**config.mk**
```make
export PLATFORM = sky130hd
export DESIGN_NAME = imhq_front
export DESIGN_NICKNAME = d
export VERILOG_FILES = /design/src/imhq_pkg.sv /design/src/imhq_front.sv
export SDC_FILE = /design/constraint.sdc
export NUM_CORES = 1
export LEC_CHECK = 0
export ABC_AREA = 1
export BUFFER_PORTS_ARGS = -buffer_cell sky130_fd_sc_hd__buf_4
export CORE_MARGIN = 5
export CORE_UTILIZATION = 45
export DETAILED_ROUTE_END_ITERATION = 6
export MAX_ROUTING_LAYER = met4
export PLACE_DENSITY = 0.68
export REMOVE_ABC_BUFFERS = 1
export SYNTH_ARGS = -nofsm -noshare
export SYNTH_HDL_FRONTEND = slang
export SYNTH_SLANG_ARGS = --single-unit
```
**constraint.sdc**
```tcl
create_clock -name i_clk -period 3.3 [get_ports i_clk]
set_input_delay 0.165 -clock i_clk [delete_from_list [all_inputs] [get_ports i_clk]]
set_output_delay 0.165 -clock i_clk [all_outputs]
set_load 0.005 [all_outputs]
```
**src/imhq_pkg.sv**
```systemverilog
// ---------------------------------------------------------------------------
// imhq_pkg: shared types and constants for the indexed min-heap queue
// Word formats, status codes, mode codes and the back-end state type.
// ---------------------------------------------------------------------------
package imhq_pkg;

    localparam int CAPACITY  = 1024;
    localparam int KEY_BITS  = 32;
    localparam int ID_BITS   = 10;
    localparam int SLOT_BITS = 11;      // slots 1..CAPACITY
    localparam int CNT_BITS  = 11;
    localparam int ID_COUNT  = 1024;

    typedef enum logic [1:0] {
        MODE_INSERT   = 2'd0,
        MODE_DELMIN   = 2'd1,
        MODE_DECREASE = 2'd2,
        MODE_NOP      = 2'd3
    } t_mode;

    typedef enum logic [2:0] {
        ST_OK     = 3'd0,
        ST_EMPTY  = 3'd1,
        ST_FULL   = 3'd2,
        ST_DUP    = 3'd3,
        ST_ABSENT = 3'd4,
        ST_LARGER = 3'd5
    } t_status;

    typedef struct packed {
        logic [1:0]          mode;
        logic [ID_BITS-1:0]  item_id;
        logic [KEY_BITS-1:0] new_key;
    } t_in_word;

    typedef struct packed {
        logic [2:0]          status;
        logic [ID_BITS-1:0]  removed_id;
        logic [KEY_BITS-1:0] removed_key;
        logic [CNT_BITS-1:0] queue_size;
        logic [ID_BITS-1:0]  top_id;
        logic [KEY_BITS-1:0] top_key;
        logic                is_empty;
    } t_out_word;

    // queue entry from front to back
    typedef struct packed {
        t_mode               mode;
        logic [ID_BITS-1:0]  item_id;
        logic [KEY_BITS-1:0] new_key;
    } t_cmd;

    localparam int QDEPTH = 2;

    typedef enum logic [3:0] {
        S_CLEAR,    // presence-bit clearing pass after reset
        S_IDLE,
        S_CHECK,    // read presence / position / root
        S_CHECK2,   // check capacity / presence / bounds by mode
        S_UP_RD,    // read parent
        S_UP_CMP,
        S_DN_RD,    // read children
        S_DN_CMP,
        S_DEL_RD,   // read slot at position
        S_DEL_WR,
        S_TOP_RD,
        S_RESULT
    } t_state;

endpackage

```
**src/imhq_front.sv**
```systemverilog
// ---------------------------------------------------------------------------
// imhq_front: command intake queue
// Takes command words and holds them until the back end pulls one.
// ---------------------------------------------------------------------------
module imhq_front import imhq_pkg::*; (
    input  logic     i_clk,
    input  logic     i_rst_n,
    input  logic     i_push,
    input  t_in_word i_word,
    output logic     o_full,
    output logic     o_valid,
    output t_cmd     o_cmd,
    input  logic     i_pop
);
    t_cmd       r_q [QDEPTH];
    logic       r_wp, r_rp;
    logic [1:0] r_cnt;
    t_cmd       w_cmd;

    always_comb begin
        w_cmd.mode    = t_mode'(i_word.mode);
        w_cmd.item_id = i_word.item_id;
        w_cmd.new_key = i_word.new_key;
    end

    assign o_full  = (r_cnt == 2'(QDEPTH));
    assign o_valid = (r_cnt != 2'd0);
    assign o_cmd   = r_q[r_rp];

    always_ff @(posedge i_clk) begin
        if (i_push) r_q[r_wp] <= w_cmd;
        if (!i_rst_n) begin
            r_wp  <= 1'b0;
            r_rp  <= 1'b0;
            r_cnt <= 2'd0;
        end else begin
            if (i_push) r_wp <= ~r_wp;
            if (i_pop)  r_rp <= ~r_rp;
            r_cnt <= r_cnt + 2'(i_push) - 2'(i_pop);
        end
    end

    a_no_overflow: assert property (@(posedge i_clk) disable iff (!i_rst_n)
        o_full |-> !i_push) else $error("queue overflow");
    a_no_underflow: assert property (@(posedge i_clk) disable iff (!i_rst_n)
        !o_valid |-> !i_pop) else $error("queue underflow");
    a_cnt_range: assert property (@(posedge i_clk) disable iff (!i_rst_n)
        r_cnt <= 2'(QDEPTH)) else $error("count out of range");
endmodule

```
# ---- Yosys cells after proc, flatten, opt, wreduce, memory -nomap -nowiden
# Memories as Yosys holds them, arrays and structs flattened. A register that Yosys moved wholly into a read port is not among the register bits.
# Cells that the tools add are included.
dict set report totals {
  reg_bits 4
  ramBits 88
  in_bits 48
  output_inout_bits 46
  elab_cells 14
  memories 1
}
# name words width rd rd_clocked_by_memory_dff wr line_no
set memory_table {}
lappend memory_table {r_q 2 44 1 1 1 imhq_front.sv:15} ;# t_cmd r_q [QDEPTH];
dict set report classes {
  add_sub_neg 2
  eq_ne 1
  muxes 4
  n_bitwise 2
  reduce_logical 1
}
# op n
set ops {}
lappend ops {{$mux W1} 4}
lappend ops {{$add A2 B1 Y2} 1}
lappend ops {{$eq A2 B2 Y1 const B} 1}
lappend ops {{$not A1 Y1} 2}
lappend ops {{$reduce_bool A2 Y1} 1}
lappend ops {{$sub A2 B1 Y2} 1}

# ---- Depth between registers and ports, before layout
# Gate-level depths: netlist of the first run.
dict set report depth {
  ltp_word 3
  depth_mapped 9
  ltp_nobuf 9
}

# ---- Worst setup path before layout of the first run
# Ideal clock, no wire load.
dict set report synth_path {
  kind {reg-to-reg}
  from {register r_wp}
  to {memory r_q[0][0] (netlist name) (enable)}
  setup_time_ns 0.447
  t_arrival_ns 2.171
  t_required_ns 2.853
  setup_slack_ns 0.683
  path_stages_with_launch 2
  path_buffers 0
  period_less_slack_ns 2.617
  path_cell_list {dfxtp_1 nor2_1}
}
# element line_no
set synth_rtl {}
lappend synth_rtl {{start: declaration} imhq_front.sv:16} ;# logic r_wp, r_rp;
lappend synth_rtl {{start signal: assignment} imhq_front.sv:37} ;# if (i_push) r_wp <= ~r_wp;
lappend synth_rtl {{end: declaration} imhq_front.sv:15}
# Straight into the memory's write port.

==> results.json, run 1 <==
{
  "run_status": "complete, no violations",
  "netlist_area_sq_um": 3600,
  "worst_ir_drop_vdd_uv": 211,
  "syn-mean-instance-area_sq_um": 21.2,
  "grt_pass1_vias": 2049,
  "fp.dieW_microns": 99.5,
  "final-max-slew-violation-count": 0,
  "most-common-layout-cells": "buf_4, edfxtp_1, dlygate4sd3_1, mux2_4",
  "dominant_cells_by_area_after_synthesis": "edfxtp_1, mux2_4, dfxtp_1",
  "clock_tree.htree_level_count": 3,
  "crit_arrival_ns": 2.05,
  "tritoncts": "done",
  "setup_tns_ns": 0,
  "initial_utilization_pct": 46.4,
  "grt-ovfl-total": 0,
  "final_common_cell": "buf_4",
  "power.switching_uw": 526,
  "fraction_of_post_synthesis_cell_area_in_the_top_cell_type_by_area_pct": 73.3,
  "dpl_worst_slack_ns": 1.41,
  "internal_power_uw": 1860,
  "power.static_leakage_uw": 0.00201,
  "worstSkewPairLatency_ns": 0.35,
  "rows": 32,
  "filler_cell_count": 581,
  "antenna_cell_count": 0,
  "critical_path.startpoint_type": "flop",
  "die_area_sq_um": 9900,
  "setup.reg_to_reg.worst_slack_ns": 1.59,
  "worstHoldPathType": "in2reg",
  "synth.yosys.seq_area_share_pct": 76.1,
  "worst_setup_hold_path_clk_slew_ns": 0.08,
  "die_height_microns": 99.5,
  "final_critical_path_setup_slack_ns": 1.08,
  "r2r_cells": 2,
  "hold_viol": 0,
  "powerDensity_nw_per_um2": 478,
  "cp_data_required_time_ns": 3.13,
  "grt_use_total_pct": 13.5,
  "fin_nets": 366,
  "period_share_pct": 67.2,
  "synth_cells": 170,
  "hold_slack_ns": 0.0374,
  "power_frac_comb_pct": 14.0,
  "post_cts_buffers": 0,
  "power.switching_fraction_pct": 22.1,
  "core_area_sq_um": 7770,
  "grt_max_degree": 45,
  "drtIter0Drc": 71,
  "worst_setup_path_endpoint": "o_cmd[24]",
  "cts_inserted_buffers": 9,
  "crit_fanout": 26,
  "clock_power_share_pct": 27.6,
  "relSlewSlack_pct": 37.3,
  "share_of_final_layout_standard_cells_stronger_than_drive_strength_1_pct": 49.2,
  "unrepaired_setup_endpoints_after_global_routing": "no",
  "post-synth-top-area-cell": "edfxtp_1",
  "max-clock-path-buffers": 2,
  "crit_type": "reg2out",
  "detailedPlacementHpwl_mm": 4.18,
  "timing.final.setup_violations": 0,
  "vias": 1900,
  "synthesized_flop_and_latch_total": 93,
  "timing.max_cap.violations": 0,
  "flow.area_growth_from_synthesis_pct": 38.3,
  "postRouteWirelength_mm": 6.23,
  "ys.warnings.count": 0,
  "ioPinCount": 94,
  "least_margin_pin_slew_ns": 0.939,
  "drt_first_pass_iters": 4,
  "viasPerCell": 4.49,
  "power.share.sequential_pct": 58.3,
  "post_cts_hold_buffer_count": 44,
  "routedWlPerCell_microns": 14.7,
  "endpoint_kind": "output pin",
  "grt_pass1_wl_mm": 9.87,
  "worstReg2RegStart": "r_wp",
  "port_buffers": 93,
  "r2r-end": "r_q[0][31]",
  "timing.final.crit_period_ns": 2.22,
  "detail-route-antenna-nets": 0,
  "skew_ns": 0.00874,
  "antenna_found_initial": 0,
  "synth.lib_cells_used.distinct": 12,
  "clock_tree_root_driver_cell": "clkbuf_8",
  "clock.fmax_ghz": 0.451,
  "postcts_resize_cnt": 0,
  "tritoncts_num_sinks": 93,
  "detail_route.drc_violations": 0,
  "routabilityCongestion": 0.720
}
[worst max-delay path: stages, from the launching register on]
cell and delay [ns]:
dfxtp_2 0.86, buf_4 0.39, mux2_4 0.33, buf_4 0.13
[per-layer routing]
layer	share of wire, %	track usage [%]	wire length (microns)
met1	41	16.1	2570
met2	52	22.0	3220
met3	5.5	2.66	345
met4	1.4	6.93	89
met5	0	-	0
[registers in the layout, indices dropped and copies added, names as in the netlist, named ones only]
signal  flops
r_rp        1
r_cnt       2
r_wp        1
r_q        88
[cell families after synthesis]
kind of cell	Yosys count	synth area share [%]
AOI/OAI and AO/OA	1	0.139
adders and majority gates	2	0.694
buffers and inverters	12	3.26
DFF	93	76.1
muxes	44	17.9
and+or+nand+nor	18	1.91
[power by group through the flow]
stage | clock, uW | combinational [uW] | sequential (uW)
finish | 659 | 334 | 1390
global route | 734 | 364 | 1400
CTS | 686 | 341 | 1390
detailed placement | 0 | 297 | 1420
global placement | 0 | 294 | 1420
floorplan | 0 | 138 | 1420
[final cells by class]
cell class	count	area [sq um]	area share, %
Timing Repair Buffer	140	1160	23.3
Sequential cell	93	2740	55.0
Clock inverter	6	47.5	0.954
Clock buffer	10	128	2.56
Tap cell	102	128	2.56
Inverter	7	26.3	0.527
Multi-Input combinational cell	65	752	15.1
[worst min-delay path by stage]
stage | start | to | slack, ns | cells past startpoint
floorplan | i_rst_n | r_cnt[0] | 0.26 | 2
global placement | i_word[26] | r_q[0][26] | 0.35 | 1
detailed placement | i_word[41] | r_q[0][41] | 0.35 | 1
CTS | i_rst_n | r_cnt[0] | 0.01 | 3
global route | i_rst_n | r_cnt[0] | 0.05 | 3
finish | i_rst_n | r_cnt[0] | 0.04 | 3
[through the flow]
step	std cells	power (uW)	utilization (%)	instance area [sq um]
after global routing	423	2500	64.2	4990
after global placement	363	1710	56.3	4370
after floorplan	165	1560	-	3510
after detailed placement	363	1720	56.3	4370
after CTS	423	2420	64.2	4990
final	423	2380	64.2	4990
[synthesized netlist by cell type]
cell type	instances
inv_1	7
nand2_1	9
buf_6	1
nor2_1	8
buf_12	4
nand3_1	1
mux2_4	40
mux2_2	4
ha_1	2
edfxtp_1	88
a21oi_1	1
dfxtp_1	5
Power figures use the tool's default switching activity.
==> inputs of run 2 (changes only) <==
- PLACE_DENSITY: 0.68 -> 0.7
- clock period: 3.3 -> 1.81 ns (I/O delays scaled with it)
==> run 2 against run 1 <==
Net effect:
- count of clock-buffer cells in the layout is the same
- power grew 85%
- non-clock buffer count grew 6
- cell count grew 1.4%
- flip-flop and latch count is the same
- via count grew 1.5%
- critical endpoint is now o_cmd[2]
==> results.json, run 2 (synthesis results as in run 1) <==
{
  "die_area_sq_um": 9900,
  "grt_use_total_pct": 13.1,
  "initial_utilization_pct": 46.4,
  "detail_route.drc_violations": 0,
  "detailedPlacementHpwl_mm": 4.05,
  "ioPinCount": 94,
  "r2r_cells": 8,
  "grt_pass1_wl_mm": 9.60,
  "critical_path_cell_list": "buf_12 > mux2_2 > buf_4",
  "final_common_cell": "buf_4",
  "timing.max_cap.violations": 0,
  "grt_max_degree": 33,
  "timing.final.crit_period_ns": 1.55,
  "largest_reg_flops": 88,
  "powerDensity_nw_per_um2": 869,
  "endpoint_kind": "output pin",
  "top_regs": "r_q (88), r_cnt (2)",
  "vias": 1929,
  "worstHoldEndpoint": "r_q[0][43]",
  "run_status": "complete, no violations",
  "post_cts_buffers": 0,
  "cpMaxStageDelayCell": "mux2_2",
  "delay_heaviest_family_cp": "buffers and inverters",
  "antenna_cell_count": 0,
  "worst_setup_hold_path_clk_slew_ns": 0.10,
  "fp.dieW_microns": 99.5,
  "post_cts_hold_buffer_count": 47,
  "crit_type": "reg2out",
  "flow.area_growth_from_synthesis_pct": 40.6,
  "crit_fanout": 31,
  "die_height_microns": 99.5,
  "detail-route-antenna-nets": 0,
  "grt_pass1_vias": 2029,
  "hold_path_startpoint": "i_word[43]",
  "worstSkewPairLatency_ns": 0.34,
  "core_area_sq_um": 7770,
  "least_margin_pin_slew_ns": 0.376,
  "fin_nets": 372,
  "worst_ir_drop_vdd_uv": 539,
  "timing.final.setup_violations": 0,
  "setup.reg_to_reg.worst_slack_ns": 0.51,
  "clock_tree_root_driver_cell": "clkbuf_8",
  "cp_data_required_time_ns": 1.72,
  "grt-ovfl-total": 0,
  "drt_first_pass_iters": 4,
  "worstHoldPathType": "in2reg",
  "routedWlPerCell_microns": 14.5,
  "crit_arrival_ns": 1.46,
  "power.static_leakage_uw": 0.00205,
  "viasPerCell": 4.50,
  "postcts_resize_cnt": 0,
  "postRouteWirelength_mm": 6.20,
  "setup_tns_ns": 0,
  "critical_path.startpoint_type": "flop",
  "skew_ns": 0.00917,
  "clock.fmax_ghz": 0.645,
  "port_buffers": 93,
  "period_share_pct": 85.7,
  "most-common-layout-cells": "buf_4, edfxtp_1, dlygate4sd3_1, mux2_4",
  "tritoncts_num_sinks": 93,
  "hold_viol": 0,
  "dpl_worst_slack_ns": 0.544,
  "post_dp_cell_area_sq_um": 4420,
  "register_with_the_most_flip_flops": "r_q",
  "tritoncts": "done",
  "rows": 32,
  "final_critical_path_setup_slack_ns": 0.259,
  "min_delay_path_depth": 2,
  "final-max-slew-violation-count": 0,
  "finalInstanceArea_sq_um": 5070,
  "cts_inserted_buffers": 9,
  "routabilityCongestion": 0.670,
  "unrepaired_setup_endpoints_after_global_routing": "no",
  "max-clock-path-buffers": 2,
  "critPathBufInv": 2,
  "relSlewSlack_pct": 74.9,
  "share_of_final_layout_standard_cells_stronger_than_drive_strength_1_pct": 49.2,
  "worstReg2RegStart": "r_cnt[0]",
  "clock_tree.htree_level_count": 3,
  "critPathMaxStageDelay_ns": 0.37,
  "r2r-end": "r_cnt[1]",
  "antenna_found_initial": 0,
  "drtIter0Drc": 56
}
==> run 2: metal layers <==
| layer | track usage (%) | wire length, microns | up-vias |
|---|---|---|---|
| met2 | 22.4 | 3240 | 63 |
| met1 | 14.9 | 2510 | 912 |
| met3 | 3.58 | 386 | 7 |
| met4 | 4.73 | 66 | 0 |
| li1 | - | - | 947 |
| met5 | - | 0 | - |
==> run 2: final cells by class <==
type,instances,area (sq um)
Fill cell,544,2700
Inverter,7,26.3
Clock buffer,10,128
Clock inverter,6,53.8
Tap cell,102,128
Sequential cell,93,2740
Multi-Input combinational cell,65,752
Timing Repair Buffer,146,1240
==> run 2: report_power, final <==
part / internal (uW) / leakage [uW] / switching, uW
combinational: 410 / 0.00109 / 243
sequential: 2480 / 0.000868 / 30.4
clock: 527 / 0.0000898 / 714
==> run 2: worst reg2reg max path, delay by kind of cell, from the launching register on <==
kind | cells | cell delay (ns)
AO/OA/AOI/OAI | 1 | 0.14
flip-flops | 1 | 0.33
adder cells (fa/ha/maj) | 2 | 0.45
buffers and inverters | 3 | 0.15
AND/OR/NAND/NOR | 2 | 0.12
==> run 2: worst max path at each step <==
stage / from / endpoint / cells past startpoint / slack [ns]
after floorplan: r_wp / r_q[0][0] / 1 / -0.81
after global placement: r_cnt[0] / r_cnt[1] / 8 / 0.60
after detailed placement: r_cnt[0] / r_cnt[1] / 8 / 0.54
after CTS: flop / o_cmd[1] / 3 / 0.23
after global routing: flop / o_cmd[2] / 3 / 0.19
final: flop / o_cmd[2] / 3 / 0.26
==> run 2: stage by stage <==
| step | util (%) | std cells | hold WS, ns | power [uW] |
|---|---|---|---|---|
| floorplan | - | 165 | 0.184 | 2840 |
| global placement | 56.9 | 366 | 0.276 | 3130 |
| detailed placement | 56.9 | 366 | 0.278 | 3140 |
| CTS | 65.3 | 429 | 0.449 | 4460 |
| global route | 65.3 | 429 | 0.442 | 4630 |
| finish | 65.3 | 429 | 0.470 | 4410 |
==> inputs of run 3 (changes only) <==
- ABC_AREA: 1 -> default
==> run 3 against run 2 <==
Net effect:
- final area shrank 1.0%
- register-to-register slack gained 0.06 ns
- sequential share of layout area grew 0.55 points
- area after synthesis is essentially flat
- sequential power is essentially flat
- non-clock buffer count shrank 5
- via count shrank 2.8%
- combinational power grew 12%
- count of clock-buffer cells in the layout is the same
- largest cell class unchanged
==> results.json, run 3 <==
{
  "run_status": "complete, no violations",
  "crit_fanout": 44,
  "multi_input_comb_area_sq_um": 774,
  "final-max-slew-violation-count": 0,
  "synth_common_cells": "edfxtp_1, mux2_4, dfxtp_1",
  "cts_inserted_buffers": 9,
  "post-synth-top-area-cell": "edfxtp_1",
  "footprint_of_the_flip_flops_and_latches_sq_um": 2740,
  "power_frac_comb_pct": 16.7,
  "grt_use_total_pct": 14.0,
  "die_height_microns": 99.5,
  "powerDensity_nw_per_um2": 871,
  "report.power.total_uw": 4370,
  "critPathBufInv": 2,
  "synth-edff-count": 88,
  "most-common-layout-cells": "buf_4, edfxtp_1, dlygate4sd3_1, mux2_4, clkbuf_8",
  "internal_power_uw": 3440,
  "period_share_pct": 89.0,
  "die_area_sq_um": 9910,
  "synthesized_flop_and_latch_total": 93,
  "port_buffers": 93,
  "grt_pass1_wl_mm": 10.2,
  "timing.max_cap.violations": 0,
  "antenna_cell_count": 0,
  "post_cts_buffers": 0,
  "postcts_resize_cnt": 0,
  "top_regs": "r_q (88), r_cnt (2)",
  "r2r_cells": 6,
  "final_core_util_pct": 64.6,
  "max-clock-path-buffers": 2,
  "dominant_cells_by_area_after_synthesis": "edfxtp_1, mux2_4, dfxtp_1",
  "synth.yosys.seq_area_share_pct": 76.0,
  "critPathMaxStageDelay_ns": 0.38,
  "tritoncts": "done",
  "fp.dieW_microns": 99.5,
  "setup.reg_to_reg.worst_slack_ns": 0.57,
  "rows": 32,
  "antenna_found_initial": 0,
  "crit_arrival_ns": 1.52,
  "filler_cell_count": 580,
  "core_area_sq_um": 7770,
  "endpoint_kind": "output pin",
  "count_of_cell_instances_traversed_by_the_critical_path": 3,
  "tritoncts_num_sinks": 93,
  "post_cts_hold_buffer_count": 45,
  "detail-route-antenna-nets": 0,
  "ys.warnings.count": 0,
  "final_common_cell": "buf_4",
  "viasPerCell": 4.56,
  "timing.final.setup_violations": 0,
  "power.share.sequential_pct": 57.6,
  "detailroute.wirelength.met3_microns": 337,
  "syn-mean-instance-area_sq_um": 22.8,
  "delay_heaviest_family_cp": "buffers and inverters",
  "synth_cells": 158,
  "grt_max_degree": 45,
  "hold_viol": 0,
  "fraction_of_post_synthesis_cell_area_in_the_top_cell_type_by_area_pct": 73.3,
  "grt_pass1_vias": 2034,
  "sum_of_routed_wire_segments_on_met1_mm": 2.61,
  "worstSkewPairLatency_ns": 0.34,
  "least_margin_pin_slew_ns": 0.344,
  "worstHoldPathType": "in2reg",
  "met2WireLength_mm": 3.54,
  "detail_route.drc_violations": 0,
  "postRouteWirelength_mm": 6.56,
  "uppermost_signal_routing_layer_after_detailed_routing": "met4",
  "flow.area_growth_from_synthesis_pct": 39.1,
  "drt_first_pass_iters": 4,
  "clock_power_share_pct": 25.7,
  "worst_setup_path_endpoint": "o_cmd[43]",
  "critical_path_cell_list": "buf_12 > mux2_2 > buf_4",
  "worst_ir_drop_vdd_uv": 559,
  "register_with_the_most_flip_flops": "r_q",
  "routedWlPerCell_microns": 15.9,
  "worst_setup_hold_path_clk_slew_ns": 0.08,
  "power.switching_uw": 936,
  "worstReg2RegStart": "r_cnt[0]",
  "drtIter0Drc": 70,
  "r2r-end": "r_cnt[1]",
  "cpMaxStageDelayCell": "mux2_2",
  "vias": 1875,
  "grt-ovfl-total": 0,
  "clock_tree_root_driver_cell": "clkbuf_8",
  "synth.most_common_cell": "edfxtp_1",
  "critical_path.startpoint_type": "flop",
  "ioPinCount": 94,
  "power.static_leakage_uw": 0.00200,
  "initial_utilization_pct": 46.4,
  "synthFlopType": "edfxtp_1",
  "synth.lib_cells_used.distinct": 14,
  "cp_data_required_time_ns": 1.72,
  "largest_reg_flops": 88,
  "share_of_synthesized_flip_flops_with_an_asynchronous_set_or_reset_pct": 0,
  "skew_ns": 0.00377,
  "crit_type": "reg2out",
  "timing.final.crit_period_ns": 1.61,
  "share_of_final_layout_standard_cells_stronger_than_drive_strength_1_pct": 50.5,
  "clock.fmax_ghz": 0.621,
  "clock_tree.htree_level_count": 3,
  "relSlewSlack_pct": 77.1,
  "power.switching_fraction_pct": 21.4,
  "routabilityCongestion": 0.704,
  "netlist_area_sq_um": 3610,
  "unrepaired_setup_endpoints_after_global_routing": "no",
  "fin_nets": 355
}
## run 3: power groups by stage
| stage | combinational [uW] | sequential, uW | clock, uW |
|---|---|---|---|
| 2_1_floorplan | 298 | 2600 | 0 |
| 3_3_place_gp | 651 | 2560 | 0 |
| 3_5_place_dp | 659 | 2570 | 0 |
| 4_1_cts | 741 | 2520 | 1170 |
| 5_1_grt | 781 | 2530 | 1260 |
| 6_report | 729 | 2520 | 1120 |
## run 3: cell families after synthesis
group	count (synthesis)	synth area share, %
flip-flops	93	76.0
multiplexers	44	17.9
AND/OR/NAND/NOR	9	1.56
buffers and inverters	7	2.74
XOR/XNOR	2	0.867
adder cells (fa/ha/maj)	2	0.694
AO/OA/AOI/OAI	1	0.208
## run 3: final cells by class
cell class | count | area share (%)
Sequential cell | 93 | 54.7
Tap cell | 102 | 2.54
Multi-Input combinational cell | 58 | 15.4
Timing Repair Buffer | 141 | 24.1
Clock buffer | 10 | 2.54
Inverter | 2 | 0.150
Clock inverter | 5 | 0.573
## run 3: layer usage
metal / global-route usage, % / vias up
li1: - / 902
met1: 16.5 / 907
met2: 23.7 / 62
met3: 3.44 / 4
met4: 4.52 / 0
met5: - / -
## run 3: per-stage QoR
stage / worst slack, ns / std cells / cell area [sq um] / hold WS [ns] / TNS (ns)
after floorplan: -0.942 / 153 / 3520 / 0.189 / -60.18
after global placement: 0.559 / 351 / 4410 / 0.277 / 0
after detailed placement: 0.552 / 351 / 4410 / 0.278 / 0
after CTS: 0.172 / 411 / 5020 / 0.0737 / 0
after global routing: 0.127 / 411 / 5020 / 0.0855 / 0
final: 0.199 / 411 / 5020 / 0.0844 / 0
## run 3: worst min-delay path, stage by stage
cell and delay (ns):
buf_4 0.10, nor2b_1 0.04, o21a_1 0.15
## run 3: worst min path at each step
stage | slack [ns] | from | depth (start not counted) | endpoint
floorplan | 0.19 | i_word[0] | 0 | r_q[0][0]
global placement | 0.28 | i_word[6] | 1 | r_q[1][6]
detailed placement | 0.28 | i_word[19] | 1 | r_q[0][19]
CTS | 0.07 | i_pop | 3 | flop
global route | 0.09 | i_push | 3 | r_wp
finish | 0.08 | i_push | 3 | r_wp
